$ cat config.mk
export PLATFORM = sky130hd
export DESIGN_NAME = rtttl_ringtone_parser_core
export DESIGN_NICKNAME = d
export VERILOG_FILES = /design/src/rtl/core/rtttl_pkg.sv /design/src/rtl/core/rtttl_ringtone_parser_core.sv
export SDC_FILE = /design/constraint.sdc
export NUM_CORES = 1
export LEC_CHECK = 0
export BUFFER_PORTS_ARGS = -buffer_cell sky130_fd_sc_hd__buf_4
export CAP_MARGIN = 20
export CORE_MARGIN = 2
export CORE_UTILIZATION = 35
export CTS_CLUSTER_SIZE = 12
export DETAILED_ROUTE_END_ITERATION = 8
export GPL_TIMING_DRIVEN = 0
export PLACE_DENSITY = 0.62
export SKIP_CTS_REPAIR_TIMING = 1
export SLEW_MARGIN = 20
export SYNTH_ARGS = -nofsm -noshare
export SYNTH_HDL_FRONTEND = slang
export SYNTH_SLANG_ARGS = --single-unit
$ cat constraint.sdc
create_clock -name clk -period 11.1 [get_ports clk]
set_input_delay 2.22 -clock clk [delete_from_list [all_inputs] [get_ports clk]]
set_output_delay 2.22 -clock clk [all_outputs]
set_load 0.005 [all_outputs]
$ cat src/rtl/core/rtttl_pkg.sv
// ----------------------------------------------------------------------------
// RTTTL parser package
// Word types, character codes and constants shared by the parser core.
// ----------------------------------------------------------------------------
package rtttl_pkg;

    localparam logic [3:0]  OCT_OFFSET    = 4'd0;
    localparam logic [19:0] ACCUM_MAX     = 20'd65535;
    localparam int          MS_PER_MIN    = 60000;
    localparam int          BPM_DEFAULT   = 63;
    localparam int          BEATS_PER_BAR = 4;
    localparam logic [17:0] WHOLE_DEFAULT = 18'((MS_PER_MIN / BPM_DEFAULT) * BEATS_PER_BAR);
    localparam logic [17:0] WHOLE_DIVIDEND = 18'(MS_PER_MIN);
    localparam logic [15:0] LEN_DEFAULT   = 16'd4;
    localparam logic [3:0]  OCT_DEFAULT   = 4'd6;

    localparam logic [7:0] CH_COLON = 8'h3A;
    localparam logic [7:0] CH_COMMA = 8'h2C;
    localparam logic [7:0] CH_SHARP = 8'h23;
    localparam logic [7:0] CH_DOT   = 8'h2E;
    localparam logic [7:0] CH_ZERO  = 8'h30;
    localparam logic [7:0] CH_THREE = 8'h33;
    localparam logic [7:0] CH_SEVEN = 8'h37;
    localparam logic [7:0] CH_NINE  = 8'h39;
    localparam logic [7:0] CH_LC_A  = 8'h61;
    localparam logic [7:0] CH_LC_B  = 8'h62;
    localparam logic [7:0] CH_LC_C  = 8'h63;
    localparam logic [7:0] CH_LC_D  = 8'h64;
    localparam logic [7:0] CH_LC_E  = 8'h65;
    localparam logic [7:0] CH_LC_F  = 8'h66;
    localparam logic [7:0] CH_LC_G  = 8'h67;
    localparam logic [7:0] CH_LC_O  = 8'h6F;

    typedef struct packed {
        logic [7:0] char_code;
        logic       end_of_text;
    } item_word_t;

    typedef struct packed {
        logic [3:0]  semitone;
        logic [3:0]  octave;
        logic [18:0] duration_ms;
        logic        tempo_error;
        logic        last_note;
    } note_word_t;

    function automatic logic [3:0] letter_code(input logic [7:0] c);
        logic [3:0] code;
        case (c)
            CH_LC_C: code = 4'd1;
            CH_LC_D: code = 4'd3;
            CH_LC_E: code = 4'd5;
            CH_LC_F: code = 4'd6;
            CH_LC_G: code = 4'd8;
            CH_LC_A: code = 4'd10;
            CH_LC_B: code = 4'd12;
            default: code = 4'd0;
        endcase
        return code;
    endfunction

endpackage

$ cat src/rtl/core/rtttl_ringtone_parser_core.sv
// ----------------------------------------------------------------------------
// RTTTL ringtone parser core
// Parses ringtone text one character word at a time and emits note words.
// ----------------------------------------------------------------------------
// Sequencing: an accepted character passes S_DIV (for a tempo field end or
//   a note letter, using the 18-step shared restoring divider) and S_FIN,
//   which loads the note word; no new character is taken until S_IDLE.
// Reset: asynchronous, active low; parser returns to name skipping with
//   default length 4, octave 6, and no note word pending.
module rtttl_ringtone_parser_core
(
    input  logic                 clk,
    input  logic                 rst_n,
    input  logic                 item_valid,
    output logic                 item_stall,
    input  rtttl_pkg::item_word_t item_word,
    output logic                 note_valid,
    input  logic                 note_stall,
    output rtttl_pkg::note_word_t note_word
);
    import rtttl_pkg::*;

    localparam logic [3:0] PH_NAME    = 4'd0;
    localparam logic [3:0] PH_KEY_ANY = 4'd1;
    localparam logic [3:0] PH_KEY_OB  = 4'd2;
    localparam logic [3:0] PH_KEY_B   = 4'd3;
    localparam logic [3:0] PH_D_EQ    = 4'd4;
    localparam logic [3:0] PH_D_NUM   = 4'd5;
    localparam logic [3:0] PH_O_EQ    = 4'd6;
    localparam logic [3:0] PH_O_DIG   = 4'd7;
    localparam logic [3:0] PH_O_SKIP  = 4'd8;
    localparam logic [3:0] PH_B_EQ    = 4'd9;
    localparam logic [3:0] PH_B_NUM   = 4'd10;
    localparam logic [3:0] PH_N_NUM   = 4'd11;
    localparam logic [3:0] PH_N_SHARP = 4'd12;
    localparam logic [3:0] PH_N_DOT   = 4'd13;
    localparam logic [3:0] PH_N_SCALE = 4'd14;
    localparam logic [3:0] PH_N_TAIL  = 4'd15;

    localparam logic [1:0] S_IDLE = 2'd0;
    localparam logic [1:0] S_DIV  = 2'd1;
    localparam logic [1:0] S_FIN  = 2'd2;

    localparam logic [4:0] DIV_STEPS = 5'd18;

    logic [1:0]  ctl_reg, ctl_next;
    logic [3:0]  phase_reg, phase_next;
    logic [15:0] accum_reg, accum_next;
    logic [15:0] def_len_reg, def_len_next;
    logic [3:0]  def_oct_reg, def_oct_next;
    logic [17:0] whole_reg, whole_next;
    logic [3:0]  semi_reg, semi_next;
    logic [3:0]  oct_reg, oct_next;
    logic [18:0] len_reg, len_next;
    logic        zt_reg, zt_next;
    logic        emit_reg, emit_next;
    logic        last_reg, last_next;
    logic        div_note_reg, div_note_next;
    logic [16:0] rem_reg, rem_next;
    logic [17:0] quo_reg, quo_next;
    logic [15:0] dvs_reg, dvs_next;
    logic [4:0]  cnt_reg, cnt_next;
    logic        out_valid_reg, out_valid_next;
    note_word_t  out_word_reg, out_word_next;

    logic [7:0]  c;
    logic        is_dig;
    logic [3:0]  dval;
    logic        key_phase;
    logic [15:0] acc_src;
    logic [19:0] acc_prod;
    logic [15:0] acc_add;
    logic [15:0] note_n;
    logic        do_note;
    logic        comma_emit;
    logic        accept;
    logic        out_free;
    logic [16:0] rem_sh;
    logic        rem_ge;
    logic [16:0] rem_new;
    logic [17:0] quo_new;

    assign accept   = item_valid && !item_stall && (ctl_reg == S_IDLE);
    assign out_free = !out_valid_reg || !note_stall;

    assign c         = item_word.char_code;
    assign is_dig    = (c >= CH_ZERO) && (c <= CH_NINE);
    assign dval      = c[3:0];
    assign key_phase = (phase_reg == PH_KEY_ANY) || (phase_reg == PH_KEY_OB)
                       || (phase_reg == PH_KEY_B);
    assign acc_src   = key_phase ? 16'd0 : accum_reg;
    assign acc_prod  = {4'd0, acc_src} * 20'd10 + {16'd0, dval};
    assign acc_add   = (acc_prod > ACCUM_MAX) ? ACCUM_MAX[15:0] : acc_prod[15:0];
    assign note_n    = (acc_src != 16'd0) ? acc_src
                     : ((def_len_reg != 16'd0) ? def_len_reg : LEN_DEFAULT);

    assign rem_sh  = {rem_reg[15:0], quo_reg[17]};
    assign rem_ge  = rem_sh >= {1'b0, dvs_reg};
    assign rem_new = rem_ge ? (rem_sh - {1'b0, dvs_reg}) : rem_sh;
    assign quo_new = {quo_reg[16:0], rem_ge};

    always_comb
    begin
        ctl_next       = ctl_reg;
        phase_next     = phase_reg;
        accum_next     = accum_reg;
        def_len_next   = def_len_reg;
        def_oct_next   = def_oct_reg;
        whole_next     = whole_reg;
        semi_next      = semi_reg;
        oct_next       = oct_reg;
        len_next       = len_reg;
        zt_next        = zt_reg;
        emit_next      = emit_reg;
        last_next      = last_reg;
        div_note_next  = div_note_reg;
        rem_next       = rem_reg;
        quo_next       = quo_reg;
        dvs_next       = dvs_reg;
        cnt_next       = cnt_reg;
        out_valid_next = out_valid_reg && note_stall;
        out_word_next  = out_word_reg;
        do_note        = 1'b0;
        comma_emit     = 1'b0;

        unique case (ctl_reg)
            S_IDLE:
            begin
                if (accept)
                begin
                    ctl_next = S_FIN;
                    rem_next = 17'd0;
                    cnt_next = 5'd0;
                    unique case (phase_reg) inside
                        PH_NAME:
                        begin
                            if (c == CH_COLON)
                            begin
                                phase_next = PH_KEY_ANY;
                            end
                        end
                        PH_KEY_ANY, PH_KEY_OB, PH_KEY_B:
                        begin
                            if (c == CH_LC_D && phase_reg == PH_KEY_ANY)
                            begin
                                phase_next = PH_D_EQ;
                            end
                            else if (c == CH_LC_O && phase_reg != PH_KEY_B)
                            begin
                                phase_next = PH_O_EQ;
                            end
                            else if (c == CH_LC_B)
                            begin
                                phase_next = PH_B_EQ;
                            end
                            else
                            begin
                                zt_next    = 1'b0;
                                whole_next = WHOLE_DEFAULT;
                                accum_next = 16'd0;
                                phase_next = PH_N_NUM;
                                do_note    = 1'b1;
                            end
                        end
                        PH_D_EQ:
                        begin
                            accum_next = 16'd0;
                            phase_next = PH_D_NUM;
                        end
                        PH_D_NUM:
                        begin
                            if (is_dig)
                            begin
                                accum_next = acc_add;
                            end
                            else
                            begin
                                if (accum_reg != 16'd0)
                                begin
                                    def_len_next = accum_reg;
                                end
                                accum_next = 16'd0;
                                phase_next = PH_KEY_OB;
                            end
                        end
                        PH_O_EQ:
                        begin
                            phase_next = PH_O_DIG;
                        end
                        PH_O_DIG:
                        begin
                            if (c >= CH_THREE && c <= CH_SEVEN)
                            begin
                                def_oct_next = dval;
                            end
                            phase_next = PH_O_SKIP;
                        end
                        PH_O_SKIP:
                        begin
                            phase_next = PH_KEY_B;
                        end
                        PH_B_EQ:
                        begin
                            accum_next = 16'd0;
                            phase_next = PH_B_NUM;
                        end
                        PH_B_NUM:
                        begin
                            if (is_dig)
                            begin
                                accum_next = acc_add;
                            end
                            else
                            begin
                                if (accum_reg == 16'd0)
                                begin
                                    zt_next    = 1'b1;
                                    whole_next = 18'd0;
                                end
                                else
                                begin
                                    zt_next       = 1'b0;
                                    ctl_next      = S_DIV;
                                    div_note_next = 1'b0;
                                    quo_next      = WHOLE_DIVIDEND;
                                    dvs_next      = accum_reg;
                                end
                                accum_next = 16'd0;
                                phase_next = PH_N_NUM;
                            end
                        end
                        PH_N_NUM:
                        begin
                            do_note = 1'b1;
                        end
                        default:
                        begin
                            if (c == CH_COMMA)
                            begin
                                comma_emit = 1'b1;
                                accum_next = 16'd0;
                                phase_next = PH_N_NUM;
                            end
                            else if (c == CH_SHARP && phase_reg == PH_N_SHARP)
                            begin
                                semi_next  = semi_reg + 4'd1;
                                phase_next = PH_N_DOT;
                            end
                            else if (c == CH_DOT && (phase_reg == PH_N_SHARP
                                                     || phase_reg == PH_N_DOT))
                            begin
                                len_next   = len_reg + {1'b0, len_reg[18:1]};
                                phase_next = PH_N_SCALE;
                            end
                            else if (is_dig && phase_reg != PH_N_TAIL)
                            begin
                                oct_next   = dval;
                                phase_next = PH_N_TAIL;
                            end
                            else
                            begin
                                phase_next = PH_N_TAIL;
                            end
                        end
                    endcase

                    if (do_note)
                    begin
                        if (is_dig)
                        begin
                            accum_next = acc_add;
                        end
                        else
                        begin
                            semi_next     = letter_code(c);
                            oct_next      = def_oct_reg;
                            accum_next    = 16'd0;
                            phase_next    = PH_N_SHARP;
                            ctl_next      = S_DIV;
                            div_note_next = 1'b1;
                            quo_next      = whole_next;
                            dvs_next      = note_n;
                        end
                    end

                    last_next = item_word.end_of_text;
                    emit_next = comma_emit
                                || (item_word.end_of_text && (phase_next >= PH_N_SHARP));
                end
            end
            S_DIV:
            begin
                rem_next = rem_new;
                quo_next = quo_new;
                cnt_next = cnt_reg + 5'd1;
                if (cnt_reg == DIV_STEPS - 5'd1)
                begin
                    ctl_next = S_FIN;
                    if (div_note_reg)
                    begin
                        len_next = {1'b0, quo_new};
                    end
                    else
                    begin
                        whole_next = {quo_new[15:0], 2'b00};
                    end
                end
            end
            S_FIN:
            begin
                if (!emit_reg || out_free)
                begin
                    ctl_next = S_IDLE;
                    if (emit_reg)
                    begin
                        out_valid_next            = 1'b1;
                        out_word_next.semitone    = semi_reg;
                        out_word_next.octave      = oct_reg + OCT_OFFSET;
                        out_word_next.duration_ms = len_reg;
                        out_word_next.tempo_error = zt_reg;
                        out_word_next.last_note   = last_reg;
                    end
                    if (last_reg)
                    begin
                        phase_next   = PH_NAME;
                        accum_next   = 16'd0;
                        def_len_next = LEN_DEFAULT;
                        def_oct_next = OCT_DEFAULT;
                        whole_next   = 18'd0;
                        semi_next    = 4'd0;
                        oct_next     = 4'd0;
                        len_next     = 19'd0;
                        zt_next      = 1'b0;
                    end
                end
            end
            default:
            begin
                ctl_next = S_IDLE;
            end
        endcase
    end

    always_ff @(posedge clk or negedge rst_n)
    begin
        if (!rst_n)
        begin
            ctl_reg       <= S_IDLE;
            phase_reg     <= PH_NAME;
            accum_reg     <= 16'd0;
            def_len_reg   <= LEN_DEFAULT;
            def_oct_reg   <= OCT_DEFAULT;
            whole_reg     <= 18'd0;
            semi_reg      <= 4'd0;
            oct_reg       <= 4'd0;
            len_reg       <= 19'd0;
            zt_reg        <= 1'b0;
            emit_reg      <= 1'b0;
            last_reg      <= 1'b0;
            div_note_reg  <= 1'b0;
            cnt_reg       <= 5'd0;
            out_valid_reg <= 1'b0;
        end
        else
        begin
            ctl_reg       <= ctl_next;
            phase_reg     <= phase_next;
            accum_reg     <= accum_next;
            def_len_reg   <= def_len_next;
            def_oct_reg   <= def_oct_next;
            whole_reg     <= whole_next;
            semi_reg      <= semi_next;
            oct_reg       <= oct_next;
            len_reg       <= len_next;
            zt_reg        <= zt_next;
            emit_reg      <= emit_next;
            last_reg      <= last_next;
            div_note_reg  <= div_note_next;
            cnt_reg       <= cnt_next;
            out_valid_reg <= out_valid_next;
        end
    end

    always_ff @(posedge clk)
    begin
        rem_reg      <= rem_next;
        quo_reg      <= quo_next;
        dvs_reg      <= dvs_next;
        out_word_reg <= out_word_next;
    end

    assign item_stall = (ctl_reg != S_IDLE);
    assign note_valid = out_valid_reg;
    assign note_word  = out_word_reg;

`ifndef NO_ASSERTIONS
    a_div_count: assert property (@(posedge clk) disable iff (!rst_n)
        (ctl_reg == S_DIV) |-> (cnt_reg < DIV_STEPS))
        else $error("divider step count out of range");

    a_zero_tempo: assert property (@(posedge clk) disable iff (!rst_n)
        zt_reg |-> (whole_reg == 18'd0))
        else $error("zero tempo with nonzero whole note");

    a_word_source: assert property (@(posedge clk) disable iff (!rst_n)
        $rose(out_valid_reg) |-> ($past(ctl_reg) == S_FIN))
        else $error("note word loaded outside finish step");

    a_div_done: assert property (@(posedge clk) disable iff (!rst_n)
        (ctl_reg == S_DIV && cnt_reg == DIV_STEPS - 5'd1) |=> (ctl_reg == S_FIN))
        else $error("divider did not hand off to finish step");
`endif

endmodule
==> out/metrics.yaml <==
setup_path:
  critPathKind: "flop to flop"
  crit_path_start_kind: "flop"
  cp_common_cell: "clkbuf_1"
  path_cells: "clkbuf_1, o21ai_0, clkbuf_1, clkbuf_1, and3_1, ha_1, inv_1, fa_1, nand2b_1, a211oi_1, nor3b_1, nor4_1, a31oi_1, a31o_2, a21oi_4, buf_12, a311oi_2"
  reg2regPathDepth: 17
  regToRegSetupSlack_ps: 5860
  critical-path-top-delay-family: "compound AO/OA/AOI/OAI gates"
  max_stage_delay_ps: 710
  crit_required_ps: 11390
  crit_path_end_kind: "flop"
  cp.arrival_ps: 5520
  critical_path_buf_inv_count: 5
  worstPathMaxFanout: 10
  cp_slowest_cell: "nor4_1"
  r2r_start: "phase_reg[1]"
  timing.rr.end: "accum_reg[14]"
clock_tree:
  htreeDepth: 4
  clockRootBuffer: "clkbuf_16"
  cts_inserted_buffers: 17
  cts.sinks: 176
  cts_buffer_depth: 2
  tritoncts: "yes"
  clkTransAtPathRegs_ps: 70
  clk_latency_ps: 450
timing:
  skew_ps: 12.8
  tns_ps: 0
  report.final.setup_viol: 0
  fin_crit_sh_pct: 47.2
  relSlewSlack_pct: 29.3
  worst_pin_slew_ps: 1050
  worst_slack_ps: 5860
  max_clock_freq_ghz: 0.191
  fin_crit_ps: 5240
  hold_viol_final: 0
  slew_viol_final: 0
  hold_slack_ps: 457
  rsz0062_at_grt: "false"
detailed_routing:
  wire_per_inst_um: 17.4
  m1WireLength_um: 14400
  vias_per_cell: 5.48
  wl_um: 30300
  first_pass_iters: 5
  dr.max_layer_used: "met4"
  vias: 9565
  drc: 0
  route.met3.wl_um: 1390
  met2WireLength_um: 14200
  ant_nets: 0
  drt-initial-drc-count: 769
cells_and_area:
  largest_register_ffs: 29
  synthToLayoutAreaGrowth_pct: 13.6
  finish.instance_area_sq_mm: 0.0130
  antenna_cells: 0
  drive_above_1_share_pct: 11.5
  fin_nets: 1369
floorplan:
  die_x_um: 185
  start_util_pct: 35.4
  die_h_um: 185
  dieArea_sq_mm: 0.0343
  design.core.area_sq_mm: 0.0325
  num_rows: 66
  ios: 44
worst_hold_path:
  holdPathEnd: "note_word[1]"
  hold_path_startpoint: "zt_reg"
  hold_class: "flop to flop"
  holdPathStages: 0
logic_synthesis:
  ys_seq_area_share_pct: 41.9
  postSynthCellCount: 1225
  syn-cell-area_sq_mm: 0.0115
  async_reset_ff_share_pct: 55.1
  synth-edff-count: 79
  synth_seq_cells: 176
  synth_top_flop_cell: "dfrtp_1"
  synthTopCellsByArea: "edfxtp_1 (21%), dfrtp_1 (20%), ha_1 (7.0%)"
  yosysTopAreaCellShare_pct: 20.7
  yosysTopAreaCell: "edfxtp_1"
  synth_fp_nets: 1305
  syn_area_per_cell_sq_um: 9.37
  synth_warnings: 0
  ys_types: 89
power:
  p_int_mw: 2.30
  p_sw_share_pct: 47.2
  p_total_mw: 4.35
  power_density_mw_per_mm2: 334
  p_sw_mw: 2.05
  peakVddDrop_mv: 0.231
  p_leak_nw: 5.35
  power_frac_seq_pct: 26.4
  pwr-share-comb_pct: 59.1
  pwr-share-clk_pct: 14.4
global_routing:
  grt_max_degree: 98
  grt_pass1_vias: 9455
  grt_usage_pct: 18.3
  grt_remaining_overflow: 0
  antenna_found_initial: 0
  grt_pass1_wl_um: 50000
placed_design:
  dp_slack_ps: 5910
  dp_hpwl_um: 22200
  placed_area_sq_mm: 0.0124
  portBuffers: 43
  routabilityCongestion: 0.900
run:
  maxCapViolCount: 0
run_status:
  status: "complete, no violations"
## cells in the final DEF (no fill, tap or decap), drive strengths merged, types with 19 or more instances in the layout
cell	Yosys	layout
buf	29	74
xor2	19	19
inv	63	69
clkbuf	35	52
a21oi	72	72
nand3	30	30
a31oi	25	25
o21ai	97	97
dfrtp	94	94
and2	20	20
mux2i	23	23
nand2	114	114
a22oi	19	19
nor2	106	106
edfxtp	79	79
nor3	29	29
xnor2	32	32
ha	64	64
a211oi	24	24
## cell families after synthesis
logic type | after synthesis | synth area share, %
xor gates and xnor gates | 51 | 3.89
AOI/OAI and AO/OA | 359 | 21.2
and+or+nand+nor | 408 | 17.7
DFF | 176 | 41.9
buffers and inverters | 129 | 4.72
muxes | 35 | 3.18
adders and majority gates | 67 | 7.50
## metal layers
layer | up-vias | GRT usage (%)
li1 | 4673 | -
met1 | 4596 | 25.2
met2 | 266 | 29.7
met3 | 30 | 2.93
met4 | 0 | 5.05
met5 | - | 0
## synthesized netlist by cell type (19+ instances only)
cell,number
nand2_1,114
nor2_1,105
dfrtp_1,94
o21ai_0,92
edfxtp_1,79
a21oi_1,70
ha_1,64
inv_1,62
clkbuf_1,35
xnor2_1,32
nand3_1,30
nor3_1,26
a31oi_1,25
a211oi_1,24
mux2i_1,23
buf_2,21
and2_1,19
xor2_1,19
## final cells by class
type / count / area [sq um]
tap: 442 / 553
sequential: 176 / 4800
multi-input combinational: 920 / 6150
clock inverter: 15 / 176
buffer: 64 / 298
inverter: 65 / 244
fill: 3238 / 19400
clock buffer: 17 / 425
timing repair buffer: 45 / 382
## power by group through the flow
stage	registers [mW]	logic, mW	clock network (mW)
6_report	1.15	2.57	0.627
5_1_grt	1.18	2.88	0.658
4_1_cts	1.15	2.56	0.633
3_5_place_dp	1.16	2.55	0
3_3_place_gp	1.16	2.48	0
2_1_floorplan	1.09	1.96	0
## worst max-delay path by stage
stage	startpoint	to	slack, ps	depth (start not counted)
floorplan	item_word[3]	accum_reg[11]	6690	12
global placement	ctl_reg[1]	cnt_reg[4]	4960	8
detailed placement	phase_reg[1]	accum_reg[14]	5910	17
CTS	phase_reg[1]	accum_reg[14]	5870	17
global route	phase_reg[1]	accum_reg[14]	5530	17
finish	phase_reg[1]	accum_reg[14]	5860	17
## through the flow
stage / utilization [%] / cells
after floorplan: - / 1225
after CTS: 40.2 / 1744
after global placement: 38.1 / 1710
after detailed placement: 38.3 / 1712
final: 40.2 / 1744
after global routing: 40.2 / 1744
Power figures use the tool's default switching activity.
